`src/sv/apd_pkg.sv`:
```
// Shared constants for the action potential duration meter.
`timescale 1ns / 1ps

package apd_pkg;

    // Configuration port
    localparam int CFG_DATA_WIDTH  = 16;
    localparam int CFG_INDEX_WIDTH = 2;
    localparam int PCT_WIDTH       = 7;

    localparam logic [CFG_INDEX_WIDTH-1:0] CFG_REST_INITIAL   = 2'd0;
    localparam logic [CFG_INDEX_WIDTH-1:0] CFG_UPSTROKE_LEVEL = 2'd1;
    localparam logic [CFG_INDEX_WIDTH-1:0] CFG_PEAK_WINDOW    = 2'd2;
    localparam logic [CFG_INDEX_WIDTH-1:0] CFG_REPOL_PERCENT  = 2'd3;

    // Register reset values
    localparam logic signed [CFG_DATA_WIDTH-1:0] REST_INITIAL_RESET   = -16'sd21760;
    localparam logic signed [CFG_DATA_WIDTH-1:0] UPSTROKE_LEVEL_RESET = -16'sd10240;
    localparam logic [CFG_DATA_WIDTH-1:0]        PEAK_WINDOW_RESET    = 16'd100;
    localparam logic [PCT_WIDTH-1:0]             REPOL_PERCENT_RESET  = 7'd90;

    // Percent scale
    localparam int REPOL_SCALE = 100;

    // Duration output
    localparam int                 DUR_WIDTH = 32;
    localparam logic [DUR_WIDTH-1:0] DUR_MAX = 32'hFFFF_FFFF;

    // Phase codes
    localparam logic [1:0] PH_SEARCH = 2'd0;
    localparam logic [1:0] PH_AMPL   = 2'd1;
    localparam logic [1:0] PH_END    = 2'd2;

endpackage

```
`src/sv/apd_if.sv`:
```
// Sample and result stream interfaces of the action potential duration meter.
`timescale 1ns / 1ps

interface apd_sample_if #(
    parameter int SAMPLE_WIDTH = 16
);
    logic                           valid;
    logic                           ready;
    logic signed [SAMPLE_WIDTH-1:0] voltage;

    modport source (output valid, output voltage, input ready);
    modport sink   (input valid, input voltage, output ready);
endinterface

interface apd_result_if
    import apd_pkg::*;
#(
    parameter int SAMPLE_WIDTH = 16
);
    logic                           valid;
    logic                           ready;
    logic [DUR_WIDTH-1:0]           duration_steps;
    logic signed [SAMPLE_WIDTH-1:0] peak_level;
    logic signed [SAMPLE_WIDTH-1:0] rest_level;

    modport source (output valid, output duration_steps, output peak_level,
                    output rest_level, input ready);
    modport sink   (input valid, input duration_steps, input peak_level,
                    input rest_level, output ready);
endinterface

```
`src/sv/apd_core.sv`:
```
// Phase tracking, peak window, end threshold compare, one sample per step cycle.
`timescale 1ns / 1ps

module apd_core
    import apd_pkg::*;
#(
    parameter int COUNT_WIDTH  = 32,
    parameter int SAMPLE_WIDTH = 16
) (
    input  logic                           clk,
    input  logic                           rst_n,
    input  logic                           cfg_write,
    input  logic [CFG_INDEX_WIDTH-1:0]     cfg_index,
    input  logic [CFG_DATA_WIDTH-1:0]      cfg_data,
    input  logic                           step,
    input  logic signed [SAMPLE_WIDTH-1:0] voltage,
    output logic                           res_valid,
    output logic [DUR_WIDTH-1:0]           res_duration,
    output logic signed [SAMPLE_WIDTH-1:0] res_peak,
    output logic signed [SAMPLE_WIDTH-1:0] res_rest
);

    localparam int SW = SAMPLE_WIDTH;
    localparam int CW = COUNT_WIDTH;
    // compare width for sample against 16-bit register values
    localparam int WW = ((SW > CFG_DATA_WIDTH) ? SW : CFG_DATA_WIDTH) + 1;
    // product width: (SW+1)-bit amplitude times 8-bit signed percent
    localparam int PW = SW + 9;
    localparam int DW = (CW > CFG_DATA_WIDTH) ? CW : CFG_DATA_WIDTH;
    localparam int XW = (CW > DUR_WIDTH) ? CW : DUR_WIDTH + 1;

    localparam logic signed [WW-1:0] S_HI = {{(WW-SW+1){1'b0}}, {(SW-1){1'b1}}};
    localparam logic signed [WW-1:0] S_LO = ~S_HI;
    localparam logic signed [SW-1:0] V_LO = {1'b1, {(SW-1){1'b0}}};

    function automatic logic signed [SW-1:0] sat_sample(input logic signed [CFG_DATA_WIDTH-1:0] x);
        logic signed [WW-1:0] xe;
        logic signed [SW-1:0] r;
        xe = WW'(x);
        if (xe > S_HI)
            r = S_HI[SW-1:0];
        else if (xe < S_LO)
            r = S_LO[SW-1:0];
        else
            r = xe[SW-1:0];
        return r;
    endfunction

    // Configuration registers
    logic signed [CFG_DATA_WIDTH-1:0] upstroke_reg;
    logic [CFG_DATA_WIDTH-1:0]        window_reg;
    logic [PCT_WIDTH-1:0]             percent_reg;

    // State
    logic [1:0]             phase_reg, phase_next;
    logic signed [SW-1:0]   rest_reg, rest_next;
    logic signed [SW-1:0]   peak_reg, peak_next;
    logic [CW-1:0]          step_reg, step_next;
    logic [CW-1:0]          peak_step_reg, peak_step_next;
    logic signed [PW-1:0]   prod_reg, prod_next;

    logic [CW-1:0]          step_base;
    logic                   hit;

    logic                   v_gt_peak;
    logic                   v_le_rest;
    logic                   v_ge_up;
    logic [CW-1:0]          gap;
    logic                   gap_over;
    logic signed [SW:0]     amp;
    logic signed [PW-1:0]   prod_calc;
    logic signed [PW-1:0]   drop_scaled;
    logic signed [PW-1:0]   head_scaled;
    logic                   lo_case;
    logic                   end_hit;
    logic [XW-1:0]          step_x;

    assign v_gt_peak = voltage > peak_reg;
    assign v_le_rest = voltage <= rest_reg;
    assign v_ge_up   = WW'(voltage) >= WW'(upstroke_reg);

    assign gap      = step_reg - peak_step_reg;
    assign gap_over = DW'(gap) > DW'(window_reg);

    assign amp       = (SW+1)'(peak_reg) - (SW+1)'(rest_reg);
    assign prod_calc = PW'(amp) * PW'(signed'({1'b0, percent_reg}));

    // v <= peak - ceil(prod/100)  <=>  prod <= 100 * (peak - v)
    assign drop_scaled = PW'((SW+1)'(peak_reg) - (SW+1)'(voltage)) * PW'(REPOL_SCALE);
    // threshold below the sample range saturates to the minimum
    assign head_scaled = (PW'(peak_reg) - PW'(V_LO)) * PW'(REPOL_SCALE);
    assign lo_case     = prod_reg > head_scaled;
    assign end_hit     = lo_case ? (voltage == V_LO) : (prod_reg <= drop_scaled);

    always_comb
    begin
        phase_next     = phase_reg;
        rest_next      = rest_reg;
        peak_next      = peak_reg;
        peak_step_next = peak_step_reg;
        prod_next      = prod_reg;
        step_base      = step_reg;
        hit            = 1'b0;
        unique case (phase_reg)
            PH_AMPL:
            begin
                if (v_gt_peak)
                begin
                    peak_next      = voltage;
                    peak_step_next = step_reg;
                end
                else if (gap_over)
                begin
                    prod_next  = prod_calc;
                    phase_next = PH_END;
                end
            end
            PH_END:
            begin
                if (end_hit)
                begin
                    hit        = 1'b1;
                    phase_next = PH_SEARCH;
                end
            end
            PH_SEARCH:
            begin
                if (v_le_rest)
                    rest_next = voltage;
                if (v_ge_up)
                begin
                    phase_next     = PH_AMPL;
                    step_base      = '0;
                    peak_step_next = '0;
                    peak_next      = voltage;
                end
            end
            default:
            begin
                phase_next = PH_SEARCH;
            end
        endcase
        step_next = (step_base == {CW{1'b1}}) ? step_base : step_base + 1'b1;
    end

    always_ff @(posedge clk or negedge rst_n)
    begin
        if (!rst_n)
        begin
            upstroke_reg  <= UPSTROKE_LEVEL_RESET;
            window_reg    <= PEAK_WINDOW_RESET;
            percent_reg   <= REPOL_PERCENT_RESET;
            phase_reg     <= PH_SEARCH;
            rest_reg      <= sat_sample(REST_INITIAL_RESET);
            peak_reg      <= '0;
            step_reg      <= '0;
            peak_step_reg <= '0;
        end
        else
        begin
            if (cfg_write)
            begin
                unique case (cfg_index)
                    CFG_REST_INITIAL:   ;
                    CFG_UPSTROKE_LEVEL: upstroke_reg  <= cfg_data;
                    CFG_PEAK_WINDOW:    window_reg    <= cfg_data;
                    CFG_REPOL_PERCENT:  percent_reg   <= cfg_data[PCT_WIDTH-1:0];
                    default:            ;
                endcase
            end
            // rest_initial loads the resting level directly
            if (cfg_write && cfg_index == CFG_REST_INITIAL)
                rest_reg <= sat_sample(cfg_data);
            else if (step)
                rest_reg <= rest_next;
            if (step)
            begin
                phase_reg     <= phase_next;
                peak_reg      <= peak_next;
                step_reg      <= step_next;
                peak_step_reg <= peak_step_next;
            end
        end
    end

    // frozen product for the end phase
    always_ff @(posedge clk)
    begin
        if (step)
            prod_reg <= prod_next;
    end

    assign step_x       = XW'(step_reg);
    assign res_valid    = step && hit;
    assign res_duration = (step_x > XW'(DUR_MAX)) ? DUR_MAX : step_x[DUR_WIDTH-1:0];
    assign res_peak     = peak_reg;
    assign res_rest     = rest_reg;

endmodule

```
`src/sv/apd_out_skid.sv`:
```
// Output register with one skid entry for the result stream.
`timescale 1ns / 1ps

module apd_out_skid #(
    parameter int DATA_WIDTH = 64
) (
    input  logic                  clk,
    input  logic                  rst_n,
    input  logic                  push,
    input  logic [DATA_WIDTH-1:0] push_data,
    output logic                  can_push,
    output logic                  out_valid,
    input  logic                  out_ready,
    output logic [DATA_WIDTH-1:0] out_data
);

    logic                  out_valid_reg;
    logic [DATA_WIDTH-1:0] out_data_reg;
    logic                  skid_valid_reg;
    logic [DATA_WIDTH-1:0] skid_data_reg;
    logic                  out_free;

    assign out_free = !out_valid_reg || out_ready;
    assign can_push = !skid_valid_reg;

    always_ff @(posedge clk or negedge rst_n)
    begin
        if (!rst_n)
        begin
            out_valid_reg  <= 1'b0;
            skid_valid_reg <= 1'b0;
        end
        else
        begin
            priority if (out_free && skid_valid_reg)
            begin
                out_valid_reg  <= 1'b1;
                skid_valid_reg <= 1'b0;
            end
            else if (out_free)
            begin
                out_valid_reg <= push;
            end
            else if (push)
            begin
                skid_valid_reg <= 1'b1;
            end
            else
            begin
                skid_valid_reg <= skid_valid_reg;
            end
        end
    end

    always_ff @(posedge clk)
    begin
        priority if (out_free && skid_valid_reg)
            out_data_reg <= skid_data_reg;
        else if (out_free && push)
            out_data_reg <= push_data;
        else if (!out_free && push)
            skid_data_reg <= push_data;
        else
            out_data_reg <= out_data_reg;
    end

    assign out_valid = out_valid_reg;
    assign out_data  = out_data_reg;

endmodule

```
`src/sv/action_potential_duration_meter.sv`:
```
// Top level of the action potential duration meter.
`timescale 1ns / 1ps

// Usage:
//   sample channel: one signed membrane voltage request per accepted handshake.
//   result channel: one request per detected action potential, carrying the
//     duration in samples from the upstroke sample, the peak and resting levels.
//   cfg port: cfg_write with cfg_index / cfg_data; 0 rest_initial,
//     1 upstroke_level, 2 peak_window_steps, 3 repol_percent. Write only while
//     no sample is in flight. Writing rest_initial reloads the resting level.
// Throughput: one sample per cycle while sample ready is high; each sample
//   takes one pass of compare, 17x8 multiply and scaled compare logic
//   between the state registers; the amplitude product is registered at
//   peak window end. The result of the sample crossing the end threshold is
//   registered in the output register, or in the skid entry on a stall.
// Stall: a result waits in the output register; one more result fits in a
//   skid entry, and sample ready drops only while both are occupied.
// Reset: rst_n clears phase to search, loads register defaults and the
//   resting level, and empties the output stage. No clearing sweep.

module action_potential_duration_meter
    import apd_pkg::*;
#(
    parameter int COUNT_WIDTH  = 32,
    parameter int SAMPLE_WIDTH = 16
) (
    input  logic                       clk,
    input  logic                       rst_n,
    input  logic                       cfg_write,
    input  logic [CFG_INDEX_WIDTH-1:0] cfg_index,
    input  logic [CFG_DATA_WIDTH-1:0]  cfg_data,
    apd_sample_if.sink                 sample,
    apd_result_if.source               result
);

    localparam int RES_WIDTH = DUR_WIDTH + 2 * SAMPLE_WIDTH;

    logic                           step;
    logic                           can_push;
    logic                           res_valid;
    logic [DUR_WIDTH-1:0]           res_duration;
    logic signed [SAMPLE_WIDTH-1:0] res_peak;
    logic signed [SAMPLE_WIDTH-1:0] res_rest;
    logic [RES_WIDTH-1:0]           out_data;

    assign sample.ready = can_push;
    assign step         = sample.valid && can_push;

    apd_core #(
        .COUNT_WIDTH  (COUNT_WIDTH),
        .SAMPLE_WIDTH (SAMPLE_WIDTH)
    ) u_core (
        .clk          (clk),
        .rst_n        (rst_n),
        .cfg_write    (cfg_write),
        .cfg_index    (cfg_index),
        .cfg_data     (cfg_data),
        .step         (step),
        .voltage      (sample.voltage),
        .res_valid    (res_valid),
        .res_duration (res_duration),
        .res_peak     (res_peak),
        .res_rest     (res_rest)
    );

    apd_out_skid #(
        .DATA_WIDTH (RES_WIDTH)
    ) u_out (
        .clk       (clk),
        .rst_n     (rst_n),
        .push      (res_valid),
        .push_data ({res_duration, res_peak, res_rest}),
        .can_push  (can_push),
        .out_valid (result.valid),
        .out_ready (result.ready),
        .out_data  (out_data)
    );

    assign result.duration_steps = out_data[RES_WIDTH-1 -: DUR_WIDTH];
    assign result.peak_level     = out_data[2*SAMPLE_WIDTH-1 -: SAMPLE_WIDTH];
    assign result.rest_level     = out_data[SAMPLE_WIDTH-1:0];

endmodule

```
`src/flat_wrapper.sv`:
```
// flat-port wrapper written by rule: the top's interface ports become plain ports
module action_potential_duration_meter_flat import apd_pkg::*;
#(
    parameter int COUNT_WIDTH  = 32,
    parameter int SAMPLE_WIDTH = 16
)
  (clk, rst_n, cfg_write, cfg_index, cfg_data, sample_valid, sample_voltage, sample_ready, result_valid, result_duration_steps, result_peak_level, result_rest_level, result_ready);
  apd_sample_if #(.SAMPLE_WIDTH(SAMPLE_WIDTH)) sample_i ();
  apd_result_if #(.SAMPLE_WIDTH(SAMPLE_WIDTH)) result_i ();
  input  logic clk;
  input  logic rst_n;
  input  logic cfg_write;
  input  logic [CFG_INDEX_WIDTH-1:0] cfg_index;
  input  logic [CFG_DATA_WIDTH-1:0] cfg_data;
  input wire logic [$bits(sample_i.valid)-1:0] sample_valid;
  input wire logic [$bits(sample_i.voltage)-1:0] sample_voltage;
  output wire logic [$bits(sample_i.ready)-1:0] sample_ready;
  output wire logic [$bits(result_i.valid)-1:0] result_valid;
  output wire logic [$bits(result_i.duration_steps)-1:0] result_duration_steps;
  output wire logic [$bits(result_i.peak_level)-1:0] result_peak_level;
  output wire logic [$bits(result_i.rest_level)-1:0] result_rest_level;
  input wire logic [$bits(result_i.ready)-1:0] result_ready;
  assign sample_i.valid = sample_valid;
  assign sample_i.voltage = sample_voltage;
  assign sample_ready = sample_i.ready;
  assign result_valid = result_i.valid;
  assign result_duration_steps = result_i.duration_steps;
  assign result_peak_level = result_i.peak_level;
  assign result_rest_level = result_i.rest_level;
  assign result_i.ready = result_ready;
  action_potential_duration_meter #(.COUNT_WIDTH(COUNT_WIDTH), .SAMPLE_WIDTH(SAMPLE_WIDTH)) u_core (.clk(clk), .rst_n(rst_n), .cfg_write(cfg_write), .cfg_index(cfg_index), .cfg_data(cfg_data), .sample(sample_i), .result(result_i));
endmodule
```
`config.mk`:
```
export PLATFORM = sky130hd
export DESIGN_NAME = action_potential_duration_meter_flat
export DESIGN_NICKNAME = d
export VERILOG_FILES = /design/src/sv/apd_pkg.sv /design/src/sv/apd_if.sv /design/src/sv/apd_core.sv /design/src/sv/apd_out_skid.sv /design/src/sv/action_potential_duration_meter.sv /design/src/flat_wrapper.sv
export SDC_FILE = /design/constraint.sdc
export NUM_CORES = 1
export LEC_CHECK = 0
export CAP_MARGIN = 40
export CORE_MARGIN = 2
export CORE_UTILIZATION = 50
export DETAILED_ROUTE_END_ITERATION = 6
export DONT_BUFFER_PORTS = 1
export PLACE_DENSITY = 0.71
export SETUP_SLACK_MARGIN = 0.2
export SYNTH_ARGS = -nofsm -noshare
export SYNTH_HDL_FRONTEND = slang
export SYNTH_SLANG_ARGS = --single-unit
```
`constraint.sdc`:
```
create_clock -name clk -period 18.5 [get_ports clk]
set_clock_uncertainty 0.05 [all_clocks]
set_input_delay 1.85 -clock clk [delete_from_list [all_inputs] [get_ports clk]]
set_output_delay 1.85 -clock clk [all_outputs]
set_load 0.02 [all_outputs]
```
=== Word-level counts from Yosys, hierarchy flattened ===
Cells that the tools add are included.

* Register bits: 292
* Bits in latches: 0
* RAM bits: 0
* Memory bits (read-only): 0
* Logic and storage cells: 105
* Memories kept: 0

* Add/sub/neg operators: 5
* Multipliers: 3
* Divide/modulo/power cells: 0
* $lt $le $gt $ge: 9
* Equal/unequal tests: 13
* Shift operators: 0
* Muxes and demuxes: 31
* Bitwise logic cells: 3
* Reduce and logical (&&, ||, !) cells: 28

{| class="wikitable"
|+ Operators with widths
! operator !! number
|-
| $mux 32 || 6
|-
| $mux 16 || 8
|-
| $mux 64 || 2
|-
| $pmux 32 s2 || 1
|-
| $mul 17x6->23 const B || 2
|-
| $sub 16x16->17 || 2
|-
| $add 32x1->32 const B || 1
|-
| $eq 32x32->1 const B || 1
|-
| $gt 32x16->1 || 1
|-
| $gt 32x32->1 const B || 1
|-
| $pmux 16 s2 || 1
|-
| $sub 32x32->32 || 1
|-
| $gt 25x25->1 || 1
|-
| $le 25x25->1 || 1
|-
| $mul 17x8->25 || 1
|-
| $sub 16x16->17 const B || 1
|-
| $eq 16x16->1 const B || 1
|-
| $ge 16x16->1 || 1
|-
| $gt 16x16->1 || 1
|-
| $gt 16x16->1 const B || 1
|-
| $le 16x16->1 || 1
|-
| $lt 16x16->1 const B || 1
|-
| $reduce_bool 2->1 || 7
|-
| $ne 2x2->1 const B || 5
|-
| 15 further kinds || 43
|}

=== Depth between registers and ports, before layout ===
Gate-level depths: netlist (run 1).

* Depth after elaboration: 10
* Depth in mapped cells: 34

=== Modules after synthesis ===
A second synthesis (run 1) with hierarchy kept.

* Cells, all modules: 2449
* Area total of the unflattened synthesis: 24593.6 um^2

{| class="wikitable"
|+ Modules (own cells, without submodules)
! module !! times used !! cells each !! area each (um^2)
|-
| apd_core || 1 || 2239 || 19625.1
|-
| apd_out_skid || 1 || 209 || 4962.3
|-
| action_potential_duration_meter || 1 || 1 || 6.3
|}

=== Worst setup path after synthesis (run 1) ===
No wires, ideal clock.

* Path kind: input port to flip-flop
* Start point: input port sample_voltage[0]
* End point: register u_core.u_out.out_data_reg[0], in the netlist u_core.u_out.out_data[0], enable pin
* Library setup time: 0.507 ns
* Arrival: 10.664 ns
* Path slack: 7.279 ns
* Cell stages on the path: 31
* Cells stage by stage: ha_1 fa_1 nand2b_1 a21boi_0 o21ai_0 a21boi_0 o31ai_1 a21oi_1 xor2_1 ha_1 inv_1 fa_1 inv_1 ha_1 ha_1 or2_2 a21oi_1 a31oi_1 a21o_1 a21oi_1 xor2_1 ha_1 nand2_1 nor2_1 a2111oi_0 o21ai_0 a211oi_1 a221oi_1 mux2i_1 a31oi_1 a21oi_1

* Longest elaborated chain between the ends: 9
* Elaborated cells between the ends (all ways): 10
* Those cells by class: 1 x add/sub; 1 x mul; 1 x order compare; 1 x eq/ne; 3 x mux; 3 x reduce/logical

{| class="wikitable"
|+ RTL lines
! what !! RTL line !! RTL
|-
| from (decl) || flat_wrapper.sv:16 || <nowiki>input wire logic [$bits(sample_i.voltage)-1:0] sample_voltage;</nowiki>
|-
| $sub 16x16->17 || apd_core.sv:89 || <nowiki>assign drop_scaled = PW'((SW+1)'(peak_reg) - (SW+1)'(voltage)) * PW'(REPOL_SCALE);</nowiki>
|-
| $mul 17x6->23 || apd_core.sv:89 ||
|-
| $le 25x25->1 || apd_core.sv:93 || <nowiki>assign end_hit = lo_case ? (voltage == V_LO) : (prod_reg <= drop_scaled);</nowiki>
|-
| $mux 1 * || apd_core.sv:93 ||
|-
| $mux 1 * || apd_core.sv:120 || <nowiki>if (end_hit)</nowiki>
|-
| $mux 1 * || apd_core.sv:104 || <nowiki>unique case (phase_reg)</nowiki>
|-
| $logic_and 1x1->1 * || apd_core.sv:194 || <nowiki>assign res_valid = step && hit;</nowiki>
|-
| $logic_and 1x1->1 * || apd_out_skid.sv:59 || <nowiki>else if (out_free && push)</nowiki>
|-
| $reduce_bool 2->1 (no source line) * || -- ||
|-
| to (signal assigned) || apd_out_skid.sv:58 || <nowiki>out_data_reg <= skid_data_reg;</nowiki>
|-
| to (signal assigned) || apd_out_skid.sv:60 || <nowiki>out_data_reg <= push_data;</nowiki>
|-
| to (signal assigned) || apd_out_skid.sv:64 || <nowiki>out_data_reg <= out_data_reg;</nowiki>
|-
| to (decl) || apd_out_skid.sv:18 || <nowiki>logic [DATA_WIDTH-1:0] out_data_reg;</nowiki>
|}

Every way passes the cells marked *; elsewhere a longest branch is shown, timed or not.
A chain may end at the register's enable or synchronous reset.

=== Final worst setup path (run 1) ===
* Start point: input port sample_voltage[0]
* End point: register u_core.u_out.skid_data_reg[16], enable pin

* Longest elaborated chain between the ends: 10
* Elaborated cells between the ends (all ways): 12
* Those cells by class: 1 x add/sub; 1 x mul; 1 x order compare; 1 x eq/ne; 3 x mux; 1 x bitwise; 4 x reduce/logical

{| class="wikitable"
|+ RTL lines
! what !! RTL line !! RTL
|-
| $sub 16x16->17 || apd_core.sv:89 ||
|-
| $mul 17x6->23 || apd_core.sv:89 ||
|-
| $le 25x25->1 || apd_core.sv:93 ||
|-
| $mux 1 * || apd_core.sv:93 ||
|-
| $mux 1 * || apd_core.sv:120 ||
|-
| $mux 1 * || apd_core.sv:104 ||
|-
| $logic_and 1x1->1 * || apd_core.sv:194 ||
|-
| $logic_and 1x1->1 || apd_out_skid.sv:59 ||
|-
| $not 1->1 (no source line) || -- ||
|-
| $reduce_and 3->1 (no source line) * || -- ||
|-
| to (signal assigned) || apd_out_skid.sv:62 || <nowiki>skid_data_reg <= push_data;</nowiki>
|-
| to (decl) || apd_out_skid.sv:20 || <nowiki>logic [DATA_WIDTH-1:0] skid_data_reg;</nowiki>
|}

Marks and branches as above.

==> metrics, run 1 <==
crit start category input pin; Ports 105; Die ar. 0.0509 mm^2; starting density of the core 50.4%; Die H 226 um; final WL 61.1 mm; syn avg cell area 9.83 um^2; synth top area cells edfxtp_1 (19%), ha_1 (16%), dfrtp_1 (13%); synthesized flop and latch total 292; Yosys cell types 79; Post-CTS Hold Buffers 0; global-route wire length before repair 97.0 mm; Clock transition at path regs 60 ps; Setup CP Type in2reg; drt via density 5.72; hold depth 2; placed cell count 3110; Placer Congestion 0.924; HP Class reg2reg; r2r setup slk 9520 ps; via count 18100; grt ovf 0; Tcrit/Tclk final 50.6%; ANT nets after route 0; maxcap violations 0; CP max stage cell buf_4; Die X 226 um; total CTS buffers 31; Final Hold Vio Count 0; Hold Path Sink u_core.u_core.peak_step_reg[23]; clk sinks 292; Period minus WS final 9350 ps; critical-path maximum fanout 55; Slew Limit Fails 0; CTS root buf clkbuf_16; maximum clock insertion buffer count 3; crit-path max cell delay 650 ps; crit path DAT 9510 ps; H-tree depth 1; Clk Latency, worst-skew pair 580 ps; nets@finish 2949; Worst Max-Slew Pin Slew 933 ps; Post-synth ARST share 47.6%; post-DP HPWL 48.7 mm; vias in the first global route 18000; ant diodes 0; port bufs 0; register area share after synthesis 32.9%; worst reg2reg path endpoint u_core.u_out.skid_data_reg[16]; hold_sp u_core.u_core.peak_step_reg[23]; post-CTS sizing 0; share of cells above drive strength 1 8.27%; RSZ-0062 raised after global routing no; worst reg2reg path startpoint u_core.u_core.res_peak[0]; final count of negative-setup-slack endpoints 0; Most common cell on crit path ha_1; GR Util All Layers 24.1%; DRC 0; core area 0.0487 mm^2; WL/cell 19.3 um; Area growth, synth to finish 6.93%; Yosys top cell area share 18.7%; CP Capture Type flip-flop; drt pass-1 iters 6; R2R cell count 32; status finished clean; row count 81; main flop type after synthesis edfxtp_1; DRT iter0 DRCs 1338; Ys Warns 0; cell area after synthesis 0.0246 mm^2; Cells after Synth 2499; FMAX 107 MHz; pin count of the biggest net entering global routing 140; post-route insts no fill 3168; Max transition margin 37.8%; EDFF count, synth 153; initial antenna violation count 0; Setup TNS 0 ps; CTS tree built; Net Count, Synth 2969; worst path required time 18660 ps; postcts setup bufs 0; area leader, netlist edfxtp_1
[metrics by stage]
stage                     hold WS (ps)  util (%)  area [um^2]  setup WS [ps]
final                              430      53.9        26300           9150
after global placement             414      51.8        25300           8910
after CTS                          427      53.9        26300           9210
after global routing               452      53.9        26300           8550
after detailed placement           411      51.8        25300           8630
after floorplan                    391         -        24600           7280
[worst max-delay path, delay by kind of cell]
family          cells  cell delay [ps]
buf+inv             3              740
fa+ha+maj           7             2370
xor+xnor            2              390
simple gates        5             1080
mux                 1              390
compound gates     13             2590
[final cells by class]
class | count | area (um^2)
Clock buffer | 45 | 911
Inverter | 353 | 1330
Tap cell | 664 | 831
Timing Repair Buffer | 11 | 82.6
Clock inverter | 13 | 109
Sequential cell | 292 | 8090
Multi-Input combinational cell | 1790 | 14900
Fill cell | 4289 | 22500
[logic make-up (layout without fill, tap and decap cells)]
group / after synthesis / after routing / synth area share [%]
fa+ha+maj: 431 / 431 / 25.5
flops: 292 / 292 / 32.9
xor+xnor: 126 / 126 / 4.49
mux: 126 / 126 / 5.68
buf+inv: 417 / 422 / 6.40
compound gates: 434 / 434 / 11.4
simple gates: 673 / 673 / 13.6
[placed cells by master, fill, tap and decap left out, types with 8 or more instances in the layout]
cell type  count
inv_1        353
ha_1         314
nand2_1      224
edfxtp_1     153
dfrtp_1      123
o21ai_0      117
fa_1         117
a21oi_1      114
mux2_2       107
nor2_1       101
and2_1        86
xnor2_1       75
a21o_1        55
xor2_1        51
nand3_1       50
nor3_1        43
nand4_1       36
nor2b_1       33
clkbuf_16     33
and3_1        19
o21a_1        19
mux2i_1       19
a31oi_1       17
nor4_1        16
dfstp_2       16
nand2b_1      14
buf_4         11
o21bai_1      10
or3_1         10
o211ai_1      10
o2111ai_1      9
a211oi_1       9
a21boi_0       9
nand3b_1       9
or2_2          8
clkbuf_1       8
[Yosys cell counts, types with 33 or more instances]
library cell,count
inv_1,353
ha_1,314
nand2_1,225
edfxtp_1,153
dfrtp_1,123
fa_1,117
o21ai_0,117
a21oi_1,115
mux2_2,107
nor2_1,101
and2_1,86
xnor2_1,75
a21o_1,55
clkbuf_1,55
xor2_1,51
nand3_1,50
nor3_1,43
nand4_1,36
nor2b_1,33
[worst max-delay path by stage]
stage,start,endpoint,slack [ps],cells past startpoint
floorplan,sample_voltage[0],u_core.u_out.out_data[0],7280,31
global route,sample_voltage[0],u_core.u_out.out_data[8],8550,31
detailed placement,sample_voltage[0],u_core.u_out.skid_data_reg[14],8630,29
CTS,sample_voltage[0],u_core.u_out.skid_data_reg[8],9210,29
global placement,sample_voltage[0],u_core.u_out.skid_data_reg[2],8910,31
finish,sample_voltage[0],u_core.u_out.skid_data_reg[16],9150,31
[layer usage]
| layer | up-vias | part of all wire (%) | GRT usage (%) | routed length [um] |
|---|---|---|---|---|
| li1 | 8581 | - | - | - |
| met1 | 8965 | 45 | 33.6 | 27800 |
| met2 | 497 | 47 | 39.6 | 28400 |
| met3 | 87 | 5.6 | 3.38 | 3420 |
| met4 | 0 | 2.4 | 6.00 | 1470 |
| met5 | - | 0 | 0 | 0 |
Power of run 1 is not shown: default switching activity piles up to over one toggle a cycle in this logic, so the estimate is an artifact.
==> run 2: changes to the inputs <==
--- a/config.mk
+++ b/config.mk
@@ -5,12 +5,13 @@
 export SDC_FILE = /design/constraint.sdc
 export NUM_CORES = 1
 export LEC_CHECK = 0
+export ABC_AREA = 1
 export CAP_MARGIN = 40
 export CORE_MARGIN = 2
 export CORE_UTILIZATION = 50
 export DETAILED_ROUTE_END_ITERATION = 6
 export DONT_BUFFER_PORTS = 1
-export PLACE_DENSITY = 0.71
+export PLACE_DENSITY = 0.74
 export SETUP_SLACK_MARGIN = 0.2
 export SYNTH_ARGS = -nofsm -noshare
 export SYNTH_HDL_FRONTEND = slang
==> constraint.sdc (replaced) <==
create_clock -name clk -period 7.6 [get_ports clk]
set_clock_uncertainty 0.05 [all_clocks]
set_input_delay 0.76 -clock clk [delete_from_list [all_inputs] [get_ports clk]]
set_output_delay 0.76 -clock clk [all_outputs]
set_load 0.02 [all_outputs]
==> metrics, run 2 <==
status finished clean; Die ar. 0.0524 mm^2; Seq. cell area 0.00809 mm^2; global-route wire length before repair 103 mm; via count 20600; crit path DAT 7270 ps; Multi-input gate area 0.0150 mm^2; FMAX 144 MHz; crit start category flip-flop; met1 global-route usage 36.6%; commonest non-fill, non-tap cell in the layout nand2_1; grt ovf 0; most frequent cells in the layout nand2_1 (628), inv_1 (565), nor2_1 (310); gr busiest metal met1; Area growth, synth to finish 9.40%; synthesized flop and latch total 292; pin count of the biggest net entering global routing 124; r2r setup slk 670 ps; Setup CP Type reg2reg; Yosys cell types 52; CP max stage cell fa_1; DRT iter0 DRCs 1735; worst path required time 7940 ps; crit-path max cell delay 560 ps; Ports 105; total CTS buffers 34; H-tree depth 2; top-count cell post-synth nand2_1; ANT nets after route 0; worst reg2reg path endpoint u_core.u_core.prod_reg[23]; Period minus WS final 6930 ps; clk sinks 292; EDFF count, synth 153; syn avg cell area 8.07 um^2; cell area after synthesis 0.0253 mm^2; final count of negative-setup-slack endpoints 0; CP Buf/Inv Count 6; Post-synth ARST share 47.6%; Final Hold Vio Count 0; core area 0.0501 mm^2; CP delay by family, top adder cells; share of cells above drive strength 1 5.69%; port bufs 0; register area share after synthesis 32.0%; post-DP HPWL 49.9 mm; drt pass-1 iters 5; synth top area cells edfxtp_1 (18%), ha_1 (16%), dfrtp_1 (12%); vias in the first global route 19300; Worst Max-Slew Pin Slew 856 ps; Most common cell on crit path nand2_1; WL/cell 16.8 um; GR Util All Layers 24.8%; final WL 64.8 mm; Slew Limit Fails 0; Placer Congestion 1.00; Max transition margin 42.8%; area leader, netlist edfxtp_1; critical-path maximum fanout 6; initial antenna violation count 3; R2R cell count 31; nets@finish 3624; worst reg2reg path startpoint u_core.u_core.res_peak[1]; Die X 229 um; grt met2 use 36.1%; drt via density 5.34; fillers 4607; worst hold slack 63.1 ps; DRC 0; Cells after Synth 3134; main flop type after synthesis edfxtp_1; Clock transition at path regs 70 ps; CP Capture Type flip-flop; Tcrit/Tclk final 91.2%; met3 Use GR 5.51%; maxcap violations 0; row count 82; HP Class in2async; Net Count, Synth 3604; RSZ-0062 raised after global routing no; Setup TNS 0 ps; Yosys top cell area share 18.2%; crit path from u_core.u_core.res_peak[1]; CTS root buf clkbuf_16; starting density of the core 50.5%; CTS tree built; Clk Latency, worst-skew pair 570 ps; Ys Warns 0; Die H 229 um; Post-synth top cells nand2_1 (631), inv_1 (566), ha_1 (314); maximum clock insertion buffer count 3
==> run 2: cell types whose count changed after synthesis, sizes merged, moves of 23 or more <==
cell | before | now
nand2 | 225 | 635
xor2 | 51 | 74
inv | 353 | 569
nand3 | 50 | 160
mux2 | 107 | 8
nor2b | 33 | 0
a21o | 57 | 14
a21oi | 116 | 211
and2 | 86 | 0
nor2 | 102 | 319
xnor2 | 75 | 39
o21ai | 118 | 199
==> run 2: logic make-up after synthesis <==
logic type | Yosys count | share of synthesized area [%]
AOI/OAI and AO/OA | 466 | 9.82
xor gates and xnor gates | 113 | 3.97
adders and majority gates | 431 | 24.8
buffers and inverters | 631 | 9.59
DFF | 292 | 32.0
muxes | 8 | 0.356
and+or+nand+nor | 1193 | 19.5
==> run 2: layout make-up <==
class / count / area share [%]
antenna: 1 / 0.00904
clock inverter: 14 / 0.547
sequential: 292 / 29.2
timing repair buffer: 45 / 1.71
clock buffer: 48 / 3.49
inverter: 570 / 7.73
multi-input combinational: 2211 / 54.2
tap: 672 / 3.04
==> run 2: worst max path at each step <==
stage,endpoint,cells past startpoint,slack [ps]
after floorplan,u_core.u_out.out_data[0],40,210
after global routing,u_core.u_out.out_data[6],43,150
after global placement,u_core.u_out.out_data[10],41,380
after detailed placement,u_core.u_out.out_data[13],41,280
final,u_core.u_core.prod_reg[23],31,670
after CTS,u_core.u_out.out_data[34],41,450
==> run 2: metrics by stage <==
stage / cells / utilization (%) / worst slack, ps / cell area [um^2]
2_1_floorplan: 3134 / - / 207 / 25500
3_3_place_gp: 3768 / 52.4 / 376 / 26200
3_5_place_dp: 3771 / 52.5 / 280 / 26300
4_1_cts: 3836 / 54.8 / 453 / 27500
5_1_grt: 3852 / 55.3 / 152 / 27700
6_report: 3853 / 55.3 / 670 / 27700
==> run 2: worst register-to-register path, delay by kind of cell, from the launching register on <==
kind / cells / cell delay [ps]
AO/OA/AOI/OAI: 3 / 560
buffers and inverters: 6 / 580
XOR/XNOR: 2 / 530
flip-flops: 1 / 410
adder cells (fa/ha/maj): 6 / 2990
AND/OR/NAND/NOR: 14 / 1650
==> run 2: timing repair <==
action,in CTS,in global routing
endpoints found under the setup margin,0,129
hold buffers,3,0
buffers inserted,0,12
hold endpoints to repair,123,0
gates resized for setup,0,7
==> run 2: layer usage <==
metal,wire length (um),part of all wire (%)
met4,1730,2.7
met2,26900,41
met1,30300,47
met3,5910,9.1
met5,10,0.015
Power of run 2 is left out for the same reason.
